**config.mk**
```make
export PLATFORM = sky130hd
export DESIGN_NAME = mbt_ctrl
export DESIGN_NICKNAME = d
export VERILOG_FILES = /design/src/hdl/mbt_pkg.sv /design/src/hdl/mbt_ctrl.sv
export SDC_FILE = /design/constraint.sdc
export NUM_CORES = 1
export LEC_CHECK = 0
export BUFFER_PORTS_ARGS = -buffer_cell sky130_fd_sc_hd__buf_2
export CORE_AREA = 2 2 39 41
export CTS_BUF_LIST = sky130_fd_sc_hd__clkbuf_2 sky130_fd_sc_hd__clkbuf_4 sky130_fd_sc_hd__clkbuf_8
export CTS_CLUSTER_DIAMETER = 30
export CTS_CLUSTER_SIZE = 25
export DETAILED_ROUTE_END_ITERATION = 8
export DIE_AREA = 0 0 41 43
export GPL_TIMING_DRIVEN = 0
export PLACE_DENSITY = 0.32
export SYNTH_ARGS = -nofsm -noshare
export SYNTH_HDL_FRONTEND = slang
export SYNTH_SLANG_ARGS = --single-unit
```
**constraint.sdc**
```tcl
create_clock -name clk -period 0.85 [get_ports clk]
set_clock_uncertainty 0.1 [all_clocks]
set_input_delay 0.17 -clock clk [delete_from_list [all_inputs] [get_ports clk]]
set_output_delay 0.17 -clock clk [all_outputs]
set_load 0.01 [all_outputs]
```
**src/hdl/mbt_pkg.sv**
```systemverilog
package mbt_pkg;

    localparam int GRID_SIDE = 64;
    localparam int COORD_W   = 6;
    localparam int SIZE_W    = 7;
    localparam int CELL_W    = 12;
    localparam int RAND_W    = 8;

    localparam logic [SIZE_W-1:0] GRID_WIDTH_RESET  = 7'd50;
    localparam logic [SIZE_W-1:0] GRID_HEIGHT_RESET = 7'd50;

    localparam logic REG_GRID_WIDTH  = 1'b0;
    localparam logic REG_GRID_HEIGHT = 1'b1;

    localparam logic ACT_START = 1'b0;
    localparam logic ACT_STEP  = 1'b1;

    typedef enum logic [1:0] {
        MOVE_CARVED,
        MOVE_BACKTRACK,
        MOVE_FINISHED,
        MOVE_STARTED
    } move_kind_t;

    typedef enum logic [1:0] {
        DIR_TOP,
        DIR_BOTTOM,
        DIR_EAST,
        DIR_WEST
    } dir_t;

    typedef struct packed {
        logic accept;
        logic rd_row;
        logic commit;
    } mbt_cmd_t;

    // Residue modulo 3 by folding base-4 digits, since 4 is congruent to 1.
    function automatic logic [1:0] mod3(input logic [RAND_W-1:0] value);
        logic [3:0] sum;
        logic [2:0] fold;
        sum  = 4'(value[1:0]) + 4'(value[3:2]) + 4'(value[5:4]) + 4'(value[7:6]);
        fold = 3'(sum[3:2]) + 3'(sum[1:0]);
        if (fold >= 3'd3)
        begin
            fold = fold - 3'd3;
        end
        if (fold >= 3'd3)
        begin
            fold = fold - 3'd3;
        end
        return fold[1:0];
    endfunction

    function automatic logic [1:0] pick_rank(input logic [RAND_W-1:0] value,
                                             input logic [2:0] count);
        logic [1:0] rank;
        unique case (count)
            3'd2:    rank = {1'b0, value[0]};
            3'd3:    rank = mod3(value);
            3'd4:    rank = value[1:0];
            default: rank = 2'd0;
        endcase
        return rank;
    endfunction

    // Direction of the open neighbour with the given rank, in scan order.
    function automatic dir_t nth_open(input logic [3:0] open_mask, input logic [1:0] rank);
        dir_t       dir;
        logic [1:0] seen;
        logic       found;
        dir   = DIR_TOP;
        seen  = 2'd0;
        found = 1'b0;
        for (int d = 0; d < 4; d++)
        begin
            if (open_mask[d] && !found)
            begin
                if (seen == rank)
                begin
                    dir   = dir_t'(d[1:0]);
                    found = 1'b1;
                end
                seen = seen + 2'd1;
            end
        end
        return dir;
    endfunction

endpackage

```
**src/hdl/mbt_ctrl.sv**
```systemverilog
module mbt_ctrl
    import mbt_pkg::*;
(
    input  logic     clk,
    input  logic     rst_n,
    input  logic     in_valid,
    output logic     in_stall,
    output logic     out_valid,
    input  logic     out_stall,
    output mbt_cmd_t cmd
);

    typedef enum logic [1:0] {
        S_IDLE,
        S_ROW,
        S_DECIDE
    } state_t;

    state_t state_reg;
    logic   out_valid_reg;
    logic   out_free;

    // The result register is free when empty or when its transaction completes now.
    assign out_free   = !out_valid_reg || !out_stall;
    assign in_stall   = (state_reg != S_IDLE);
    assign out_valid  = out_valid_reg;
    assign cmd.accept = (state_reg == S_IDLE) && in_valid;
    assign cmd.rd_row = (state_reg == S_ROW);
    assign cmd.commit = (state_reg == S_DECIDE) && out_free;

    always_ff @(posedge clk or negedge rst_n)
    begin
        if (!rst_n)
        begin
            state_reg     <= S_IDLE;
            out_valid_reg <= 1'b0;
        end
        else
        begin
            unique case (state_reg)
                S_IDLE:
                begin
                    if (in_valid)
                    begin
                        state_reg <= S_ROW;
                    end
                end
                S_ROW:
                begin
                    state_reg <= S_DECIDE;
                end
                S_DECIDE:
                begin
                    if (out_free)
                    begin
                        state_reg <= S_IDLE;
                    end
                end
                default:
                begin
                    state_reg <= S_IDLE;
                end
            endcase

            if (cmd.commit)
            begin
                out_valid_reg <= 1'b1;
            end
            else if (!out_stall)
            begin
                out_valid_reg <= 1'b0;
            end
        end
    end

endmodule

```
==> results.sh, run 1 <==
export IMPL_finalHoldViolCount=0
export IMPL_hold_class="in2reg"
export IMPL_fin_crit_ps=1320
export IMPL_synth_top_area_share=0.600
export IMPL_syn_cell_area_um2=125
export IMPL_wl_per_cell_um=7.58
export IMPL_final_cells=43
export IMPL_fin_ws_ps=-475
export IMPL_synth_most_common_cell="dfrtp_1"
export IMPL_worstSetupPathType="reg2out"
export IMPL_numCtsBuffers=3
export IMPL_synth_cell_types=9
export IMPL_crit_path_end_kind="primary output"
export IMPL_htree_num_levels=1
export IMPL_async_flop_share=1.00
export IMPL_boundaryPins=9
export IMPL_drt_first_iter_violations=2
export IMPL_final_nets=32
export IMPL_start_util=0.0904
export IMPL_cp_max_fo=3
export IMPL_dr_pass1_iters=2
export IMPL_cp_start_kind="register"
export IMPL_clockRootBuffer="clkbuf_4"
export IMPL_fmax_ghz=0.755
export IMPL_slew_violations=0
export IMPL_power_leakage_nw=0.132
export IMPL_syn_area_per_cell_um2=9.62
export IMPL_syn_num_nets=17
export IMPL_synth_edf_count=0
export IMPL_ys_flop_type="dfrtp_1"
export IMPL_critPathTopFamily="flip-flops"
export IMPL_fp_row_count=14
export IMPL_yosys_warnings=0
export IMPL_postRouteAntennaNets=0
export IMPL_cap_violations=0
export IMPL_drc=0
export IMPL_grt_total_usage=0.0534
export IMPL_vias=135
export IMPL_numPortBuffers=8
export IMPL_tightestPinTransition_ps=134
export IMPL_critical_path_slowest_cell="dfrtp_1"
export IMPL_drive_gt1_frac=0.630
export IMPL_crit_buf_inv=1
export IMPL_crit_chain="or2_4 > nor2_4 > buf_6"
export IMPL_antenna_found_initial=0
export IMPL_largest_register_ffs=2
export IMPL_fin_crit_sh=1.56
export IMPL_die_height_um=43
export IMPL_holdWs_ps=102
export IMPL_slew_headroom=0.911
export IMPL_core_area_um2=1380
export IMPL_rsz0062_at_grt="true"
export IMPL_ys_seq_area_frac=0.600
export IMPL_p_sw_frac=0.318
export IMPL_synth_area_top_cells="dfrtp_1 60%, nand2_1 6.0%, nor2_1 6.0%, o21bai_1 6.0%, nand2b_1 5.0%"
export IMPL_grt_pass1_wl_um=558
export IMPL_vdd_ir_drop_max_mv=0.867
export IMPL_cts_max_path_buffers=2
export IMPL_grt_max_degree=4
export IMPL_power_density_nw_per_um2=3170
export IMPL_die_area_um2=1760
export IMPL_gp_congestion=0.507
export IMPL_syn2layout_area_growth_pct=104
export IMPL_p_seq_frac=0.277
export IMPL_cts_tree="done"
export IMPL_grt_pass1_vias=135
export IMPL_synth_seq_cells=3
export IMPL_netlist_top_cell_by_area="dfrtp_1"
export IMPL_p_switching_uw=257
export IMPL_drt_total_wl_um=326
export IMPL_max_stage_delay_ps=370
export IMPL_place_inst=37
export IMPL_vias_per_cell=3.14
export IMPL_clkTransAtPathRegs_ps=40
export IMPL_power_combinational_fraction=0.369
export IMPL_insertion_delay_ps=230
export IMPL_die_x_um=41
export IMPL_synth_cells=13
export IMPL_cts_sinks=3
export IMPL_power_internal_uw=551
export IMPL_grt_remaining_overflow=0
export IMPL_n_antenna_cell=0
export IMPL_synth_common_cells="3 x dfrtp_1, 2 x nand2_1, 2 x nor2_1"
export IMPL_status="finished, violations left"
export IMPL_required_ps=580
export IMPL_setup_viol=7
export IMPL_pwr_share_clk=0.353
export IMPL_violations="setup timing"
export IMPL_arrival_ps=1050
kinds of logic (layout without fill, tap and decap cells):
| family | after synthesis | in the layout | synth area share |
|---|---|---|---|
| AND/OR/NAND/NOR | 7 | 7 | 0.270 |
| AO/OA/AOI/OAI | 2 | 2 | 0.100 |
| flip-flops | 3 | 3 | 0.600 |
| buffers and inverters | 1 | 15 | 0.0300 |
layout by cell type, fill, tap and decap left out:
cell / instances
nand2_1: 2
nor2b_1: 1
nor2_4: 1
buf_6: 1
dlygate4sd3_1: 1
buf_2: 7
o21bai_1: 1
or2_4: 1
nor2_2: 1
a21oi_2: 1
dfrtp_1: 3
clkbuf_4: 4
nand2b_1: 1
inv_1: 1
buf_4: 1
stage by stage:
stage                     setup TNS (ps)  total power [mW]  instance area, um2  setup slack (ps)   util
after floorplan                     -416             0.382                 139              -177      -
after global placement              -762             0.472                 199              -259  0.144
after global routing               -2510             0.876                 255              -537  0.184
final                              -2070             0.809                 255              -475  0.184
after CTS                          -2090             0.797                 245              -507  0.177
after detailed placement            -816             0.482                 199              -267  0.144
worst min-delay path, stage by stage:
cell     delay [ps]
buf_2           100
nand2_1          60
nand2_1          60
cell type report:
class                           count  area (um2)
Clock buffer                        4        30.0
Fill cell                         157        1130
Inverter                            1        3.75
Multi-Input combinational cell      9        62.6
Sequential cell                     3        75.1
Tap cell                           16        20.0
Timing Repair Buffer               10        63.8
worst paths after layout:
path	startpoint	to	slack, ps	depth (start not counted)
setup reg to reg	state_reg[0]	state_reg[0]	-150	3
max in group asynchronous	rst_n	out_valid	370	2
setup / recovery	state_reg[0]	cmd[2]	-470	3
min in group asynchronous	rst_n	state_reg[1]	170	2
hold reg to reg	out_valid	out_valid	450	2
hold / removal	out_stall	out_valid	100	3
what timing repair did:
item / 4_1_cts / 5_1_grt
setup endpoints to repair: 7 / 8
hold buffers: 1 / 0
setup buffers: 0 / 1
resized for setup: 1 / 1
pin swaps: 2 / 1
hold endpoints to repair: 3 / 0
power by group through the flow:
| stage | logic (mW) | registers, mW | clock network (mW) |
|---|---|---|---|
| 2_1_floorplan | 0.152 | 0.230 | 0 |
| 3_3_place_gp | 0.251 | 0.221 | 0 |
| 3_5_place_dp | 0.255 | 0.226 | 0 |
| 4_1_cts | 0.272 | 0.225 | 0.299 |
| 5_1_grt | 0.325 | 0.233 | 0.319 |
| 6_report | 0.299 | 0.224 | 0.286 |
routing by layer:
| layer | vias up | GRT usage | part of all wire |
|---|---|---|---|
| met5 | - | 0 | 0 |
| met4 | 0 | 0.0200 | 0 |
| met3 | 0 | 0.0785 | 0.22 |
| met2 | 11 | 0.0469 | 0.30 |
| met1 | 56 | 0.0649 | 0.48 |
| li1 | 68 | - | - |
Power figures use the tool's default switching activity.
==> run 2, diff against run 1 <==
- ABC_AREA: default -> 1
- PLACE_DENSITY: 0.32 -> 0.33
==> run 2 against run 1 <==
The run still ends with setup timing left. Die area unchanged. Highest routed layer unchanged. Critical path type unchanged. Via count up 19%. Critical path depth up 1. Sequential share of layout area down 4.3 points. Global-route usage up 0.29 points. Design area up 19%. Power up 13%. Clock-buffer cell count unchanged.
==> results.sh, run 2 <==
export IMPL_grt_total_usage=0.0563
export IMPL_setup_viol=7
export IMPL_max_stage_delay_ps=430
export IMPL_arrival_ps=990
export IMPL_holdWs_ps=69.8
export IMPL_antenna_found_initial=0
export IMPL_synth_area_top_cells="dfrtp_1 55%, nand2_1 16%, inv_1 14%, nor2_1 11%, nor2_2 4.5%"
export IMPL_fin_crit_sh=1.48
export IMPL_final_nets=39
export IMPL_largest_register_ffs=2
export IMPL_vdd_ir_drop_max_mv=1.03
export IMPL_fp_row_count=14
export IMPL_die_area_um2=1760
export IMPL_cts_sinks=3
export IMPL_gp_congestion=0.604
export IMPL_clkTransAtPathRegs_ps=40
export IMPL_rsz0062_at_grt="true"
export IMPL_cp_start_kind="register"
export IMPL_yosys_warnings=0
export IMPL_n_antenna_cell=0
export IMPL_synth_cell_types=5
export IMPL_synth_common_cells="6 x nand2_1, 5 x inv_1, 4 x nor2_1, 3 x dfrtp_1, 1 x nor2_2"
export IMPL_drt_total_wl_um=333
export IMPL_critPathTopFamily="flip-flops"
export IMPL_vias_per_cell=3.20
export IMPL_netlist_top_cell_by_area="dfrtp_1"
export IMPL_grt_pass1_vias=147
export IMPL_syn_num_nets=23
export IMPL_grt_pass1_wl_um=552
export IMPL_final_cells=50
export IMPL_drive_gt1_frac=0.706
export IMPL_fin_ws_ps=-409
export IMPL_crit_buf_inv=2
export IMPL_worstSetupPathType="reg2out"
export IMPL_synth_top_area_share=0.545
export IMPL_ys_seq_area_frac=0.545
export IMPL_hpwl_um=255
export IMPL_ys_flop_type="dfrtp_1"
export IMPL_syn_cell_area_um2=138
export IMPL_critical_path_slowest_cell="dfrtp_2"
export IMPL_drt_first_iter_violations=3
export IMPL_htree_num_levels=1
export IMPL_cap_violations=0
export IMPL_cts_tree="done"
export IMPL_place_inst=43
export IMPL_postRouteAntennaNets=0
export IMPL_fin_area_um2=304
export IMPL_violations="setup timing"
export IMPL_wl_per_cell_um=6.66
export IMPL_hold_class="in2reg"
export IMPL_post_route_util=0.220
export IMPL_place_area_um2=215
export IMPL_finalHoldViolCount=0
export IMPL_async_flop_share=1.00
export IMPL_core_area_um2=1380
export IMPL_numCtsBuffers=3
export IMPL_insertion_delay_ps=230
export IMPL_status="finished, violations left"
export IMPL_final_common_cell="buf_2"
export IMPL_synth_most_common_cell="nand2_1"
export IMPL_synth_seq_cells=3
export IMPL_synth_edf_count=0
export IMPL_fmax_ghz=0.794
export IMPL_slew_headroom=0.922
export IMPL_required_ps=580
export IMPL_final_cell_mix="5 x buf_2, 4 x clkbuf_4, 4 x buf_6"
export IMPL_clockRootBuffer="clkbuf_4"
export IMPL_die_x_um=41
export IMPL_tightestPinTransition_ps=117
export IMPL_start_util=0.0995
export IMPL_boundaryPins=9
export IMPL_grt_remaining_overflow=0
export IMPL_power_leakage_nw=0.166
export IMPL_numPortBuffers=8
export IMPL_fin_crit_ps=1260
export IMPL_crit_path_end_kind="primary output"
export IMPL_die_height_um=43
export IMPL_synth_cells=19
export IMPL_power_density_nw_per_um2=3000
export IMPL_cp_max_fo=3
export IMPL_crit_chain="inv_2 > nand2_4 > nor2_4 > buf_6"
export IMPL_syn_area_per_cell_um2=7.24
export IMPL_place_ws_ps=-188
export IMPL_cts_max_path_buffers=2
export IMPL_vias=160
export IMPL_syn2layout_area_growth_pct=121
export IMPL_slew_violations=0
export IMPL_dr_pass1_iters=2
export IMPL_drc=0
export IMPL_grt_max_degree=4
[run 2: layer usage]
layer / global-route usage / part of all wire / vias to the layer above
met5: 0 / 0 / -
met4: 0.0400 / 0 / 0
met2: 0.0563 / 0.41 / 10
met1: 0.0548 / 0.44 / 69
met3: 0.0785 / 0.15 / 0
li1: - / - / 81
[run 2: tightest hold or removal path, stage by stage]
cell and delay (ps):
buf_2 70, nand2_1 60, nand2_1 60
[run 2: what timing repair did]
item                                    in CTS  in global routing
hold endpoints to repair                     3                  0
endpoints found under the setup margin       5                  7
resized for setup                            5                  4
buffers inserted                             1                  1
pin swaps                                    4                  2
hold buffers                                 1                  0
[run 2: final timing paths]
check,end,slack (ps),startpoint,cells after the start
worst max-delay path,cmd[2],-410,state_reg[1],4
worst min-delay path,out_valid,70,out_stall,3
worst max register to register,state_reg[1],-70,state_reg[0],5
worst min register to register,out_valid,420,out_valid,2
max in group asynchronous,state_reg[1],370,rst_n,2
min in group asynchronous,state_reg[1],160,rst_n,2
[run 2: cell families (layout without fill, tap and decap cells)]
family / count (synthesis) / count (layout) / share of synthesized area
and+or+nand+nor: 11 / 11 / 0.318
buffers and inverters: 5 / 20 / 0.136
DFF: 3 / 3 / 0.545
[run 2: area by class of cell]
type                            instances  area [um2]
Multi-Input combinational cell         11        71.3
Tap cell                               16        20.0
Clock buffer                            4        30.0
Inverter                                5        18.8
Timing Repair Buffer                   11        87.6
Fill cell                             159        1080
Sequential cell                         3        76.3
[run 2: stage by stage]
step	total power [mW]	setup TNS, ps
after global placement	0.504	-489
after global routing	1.00	-2240
after CTS	0.883	-1910
after floorplan	0.408	-152
final	0.913	-1810
after detailed placement	0.507	-515
[run 2: power by group]
group          internal (mW)  switching (mW)  leakage, nW
Combinational          0.204           0.192        0.110
Sequential             0.192          0.0435       0.0371
Clock                  0.208          0.0739       0.0184
Total                  0.604           0.309        0.166
==> run 3, diff against run 2 <==
--- a/constraint.sdc
+++ b/constraint.sdc
@@ -4,2 +4,2 @@
 set_output_delay 0.17 -clock clk [all_outputs]
-set_load 0.01 [all_outputs]
+set_load 0.1 [all_outputs]
==> run 3 against run 2 <==
The run still ends with setup timing left. Via count rose by 10%. Worst setup slack got worse by 140 ps. Critical path depth did not move. Non-clock buffer count rose by 2. Clock-buffer cell count did not move. Flip-flop and latch count did not move. Sequential share of layout area fell by 5.9 points. First-iteration DRC count fell by 100%. Fmax fell by 10%. Register-to-register slack got worse by 70 ps. Hold slack improved by 8.7 ps. Design area rose by 37%. Largest cell class unchanged.
==> results.sh, run 3 (synthesis gave the netlist of run 2 again) <==
export IMPL_status="finished, violations left"
export IMPL_violations="setup timing"
export IMPL_vias=176
export IMPL_crit_chain="nand2_4 > inv_4 > nor2_4 > buf_12"
export IMPL_r2r_slack_ps=-140
export IMPL_fmax_ghz=0.714
export IMPL_fillers=149
export IMPL_cp_max_fo=2
export IMPL_critical_path_slowest_cell="dfrtp_4"
export IMPL_drc=0
export IMPL_largest_register_ffs=2
export IMPL_cts_sinks=3
export IMPL_final_nets=41
export IMPL_die_area_um2=1760
export IMPL_cp_start_kind="register"
export IMPL_numCtsBuffers=3
export IMPL_wl_per_cell_um=7.23
export IMPL_postRouteAntennaNets=0
export IMPL_hpwl_um=250
export IMPL_rr_endpoint="state_reg[1]"
export IMPL_grt_pass1_wl_um=662
export IMPL_max_stage_delay_ps=480
export IMPL_fin_crit_sh=1.65
export IMPL_crit_path_end_kind="primary output"
export IMPL_clockRootBuffer="clkbuf_4"
export IMPL_hold_class="in2reg"
export IMPL_arrival_ps=1130
export IMPL_fin_ws_ps=-550
export IMPL_drt_total_wl_um=376
export IMPL_final_common_cell="buf_12"
export IMPL_insertion_delay_ps=240
export IMPL_boundaryPins=9
export IMPL_tightestPinTransition_ps=152
export IMPL_timing_rr_start="state_reg[1]"
export IMPL_required_ps=580
export IMPL_place_ws_ps=-562
export IMPL_dr_pass1_iters=1
export IMPL_slew_violations=0
export IMPL_grt_total_usage=0.0683
export IMPL_drive_gt1_frac=0.778
export IMPL_crit_path_end="cmd[0]"
export IMPL_die_height_um=43
export IMPL_htree_num_levels=1
export IMPL_syn2layout_area_growth_pct=203
export IMPL_holdWs_ps=78.5
export IMPL_numPortBuffers=8
export IMPL_cts_max_path_buffers=2
export IMPL_fp_row_count=14
export IMPL_drt_first_iter_violations=0
export IMPL_antenna_found_initial=0
export IMPL_grt_pass1_vias=166
export IMPL_post_route_util=0.301
export IMPL_cap_violations=0
export IMPL_grt_max_degree=4
export IMPL_multi_input_area_um2=97.6
export IMPL_setup_viol=8
export IMPL_die_x_um=41
export IMPL_clkTransAtPathRegs_ps=40
export IMPL_vias_per_cell=3.38
export IMPL_rsz0062_at_grt="true"
export IMPL_core_area_um2=1380
export IMPL_final_cell_mix="5 x buf_12, 4 x clkbuf_4"
export IMPL_worstSetupPathType="reg2out"
export IMPL_finalHoldViolCount=0
export IMPL_startpoint="out_valid"
export IMPL_slew_headroom=0.898
export IMPL_cts_tree="done"
export IMPL_fin_crit_ps=1400
export IMPL_start_util=0.0995
export IMPL_grt_remaining_overflow=0
export IMPL_worst_r2r_cell_count=5
export IMPL_regArea_um2=80.1
export IMPL_gp_congestion=0.530
export IMPL_n_antenna_cell=0
-- run 3: changes by cell type in the layout (fill, tap and decap cells not counted), sizes merged --
cell / delta
buf: +2
-- run 3: critical path, delay by kind of cell (launching register included) --
family                 cells  cell delay (ps)
DFF                        1              480
and+or+nand+nor            2              200
buffers and inverters      2              220
-- run 3: stage by stage --
step | cell area (um2) | setup TNS, ps | std cells
2_1_floorplan | 180 | -2370 | 19
3_3_place_gp | 240 | -2150 | 43
3_5_place_dp | 240 | -2170 | 43
4_1_cts | 388 | -2520 | 50
5_1_grt | 417 | -3070 | 52
6_report | 417 | -2730 | 52
-- run 3: metal layers --
metal	part of all wire	vias to the layer above	GRT usage
li1	-	88	-
met3	0.14	2	0.0628
met1	0.38	75	0.0677
met4	0.045	0	0.0800
met5	0	-	0
met2	0.44	11	0.0719
-- run 3: worst min path at each step --
stage	slack (ps)	from	endpoint	depth (start not counted)
final	80	out_stall	out_valid	3
after global routing	80	out_stall	out_valid	3
after CTS	70	out_stall	out_valid	3
after detailed placement	-130	rst_n	out_valid	1
after global placement	-130	rst_n	out_valid	1
after floorplan	-230	rst_n	state_reg[0]	0
-- run 3: area by class of cell --
type | instances | share of cell area
multi-input cells | 11 | 0.234
inverters | 5 | 0.0631
clock buffers | 4 | 0.0721
well taps | 16 | 0.0480
repair buffers | 13 | 0.390
flip-flops and latches | 3 | 0.192
-- run 3: repair_timing --
action                                  CTS  global route
endpoints found under the setup margin    7             8
hold buffers                              1             0
endpoints found under the hold margin     3             0
cloned                                    0             0
buffers inserted                          2             3
pin swaps                                 7             2
resized for setup                        26             5
Power of run 3 is not shown: default switching activity piles up to over one toggle a cycle in this logic, so the estimate is an artifact.
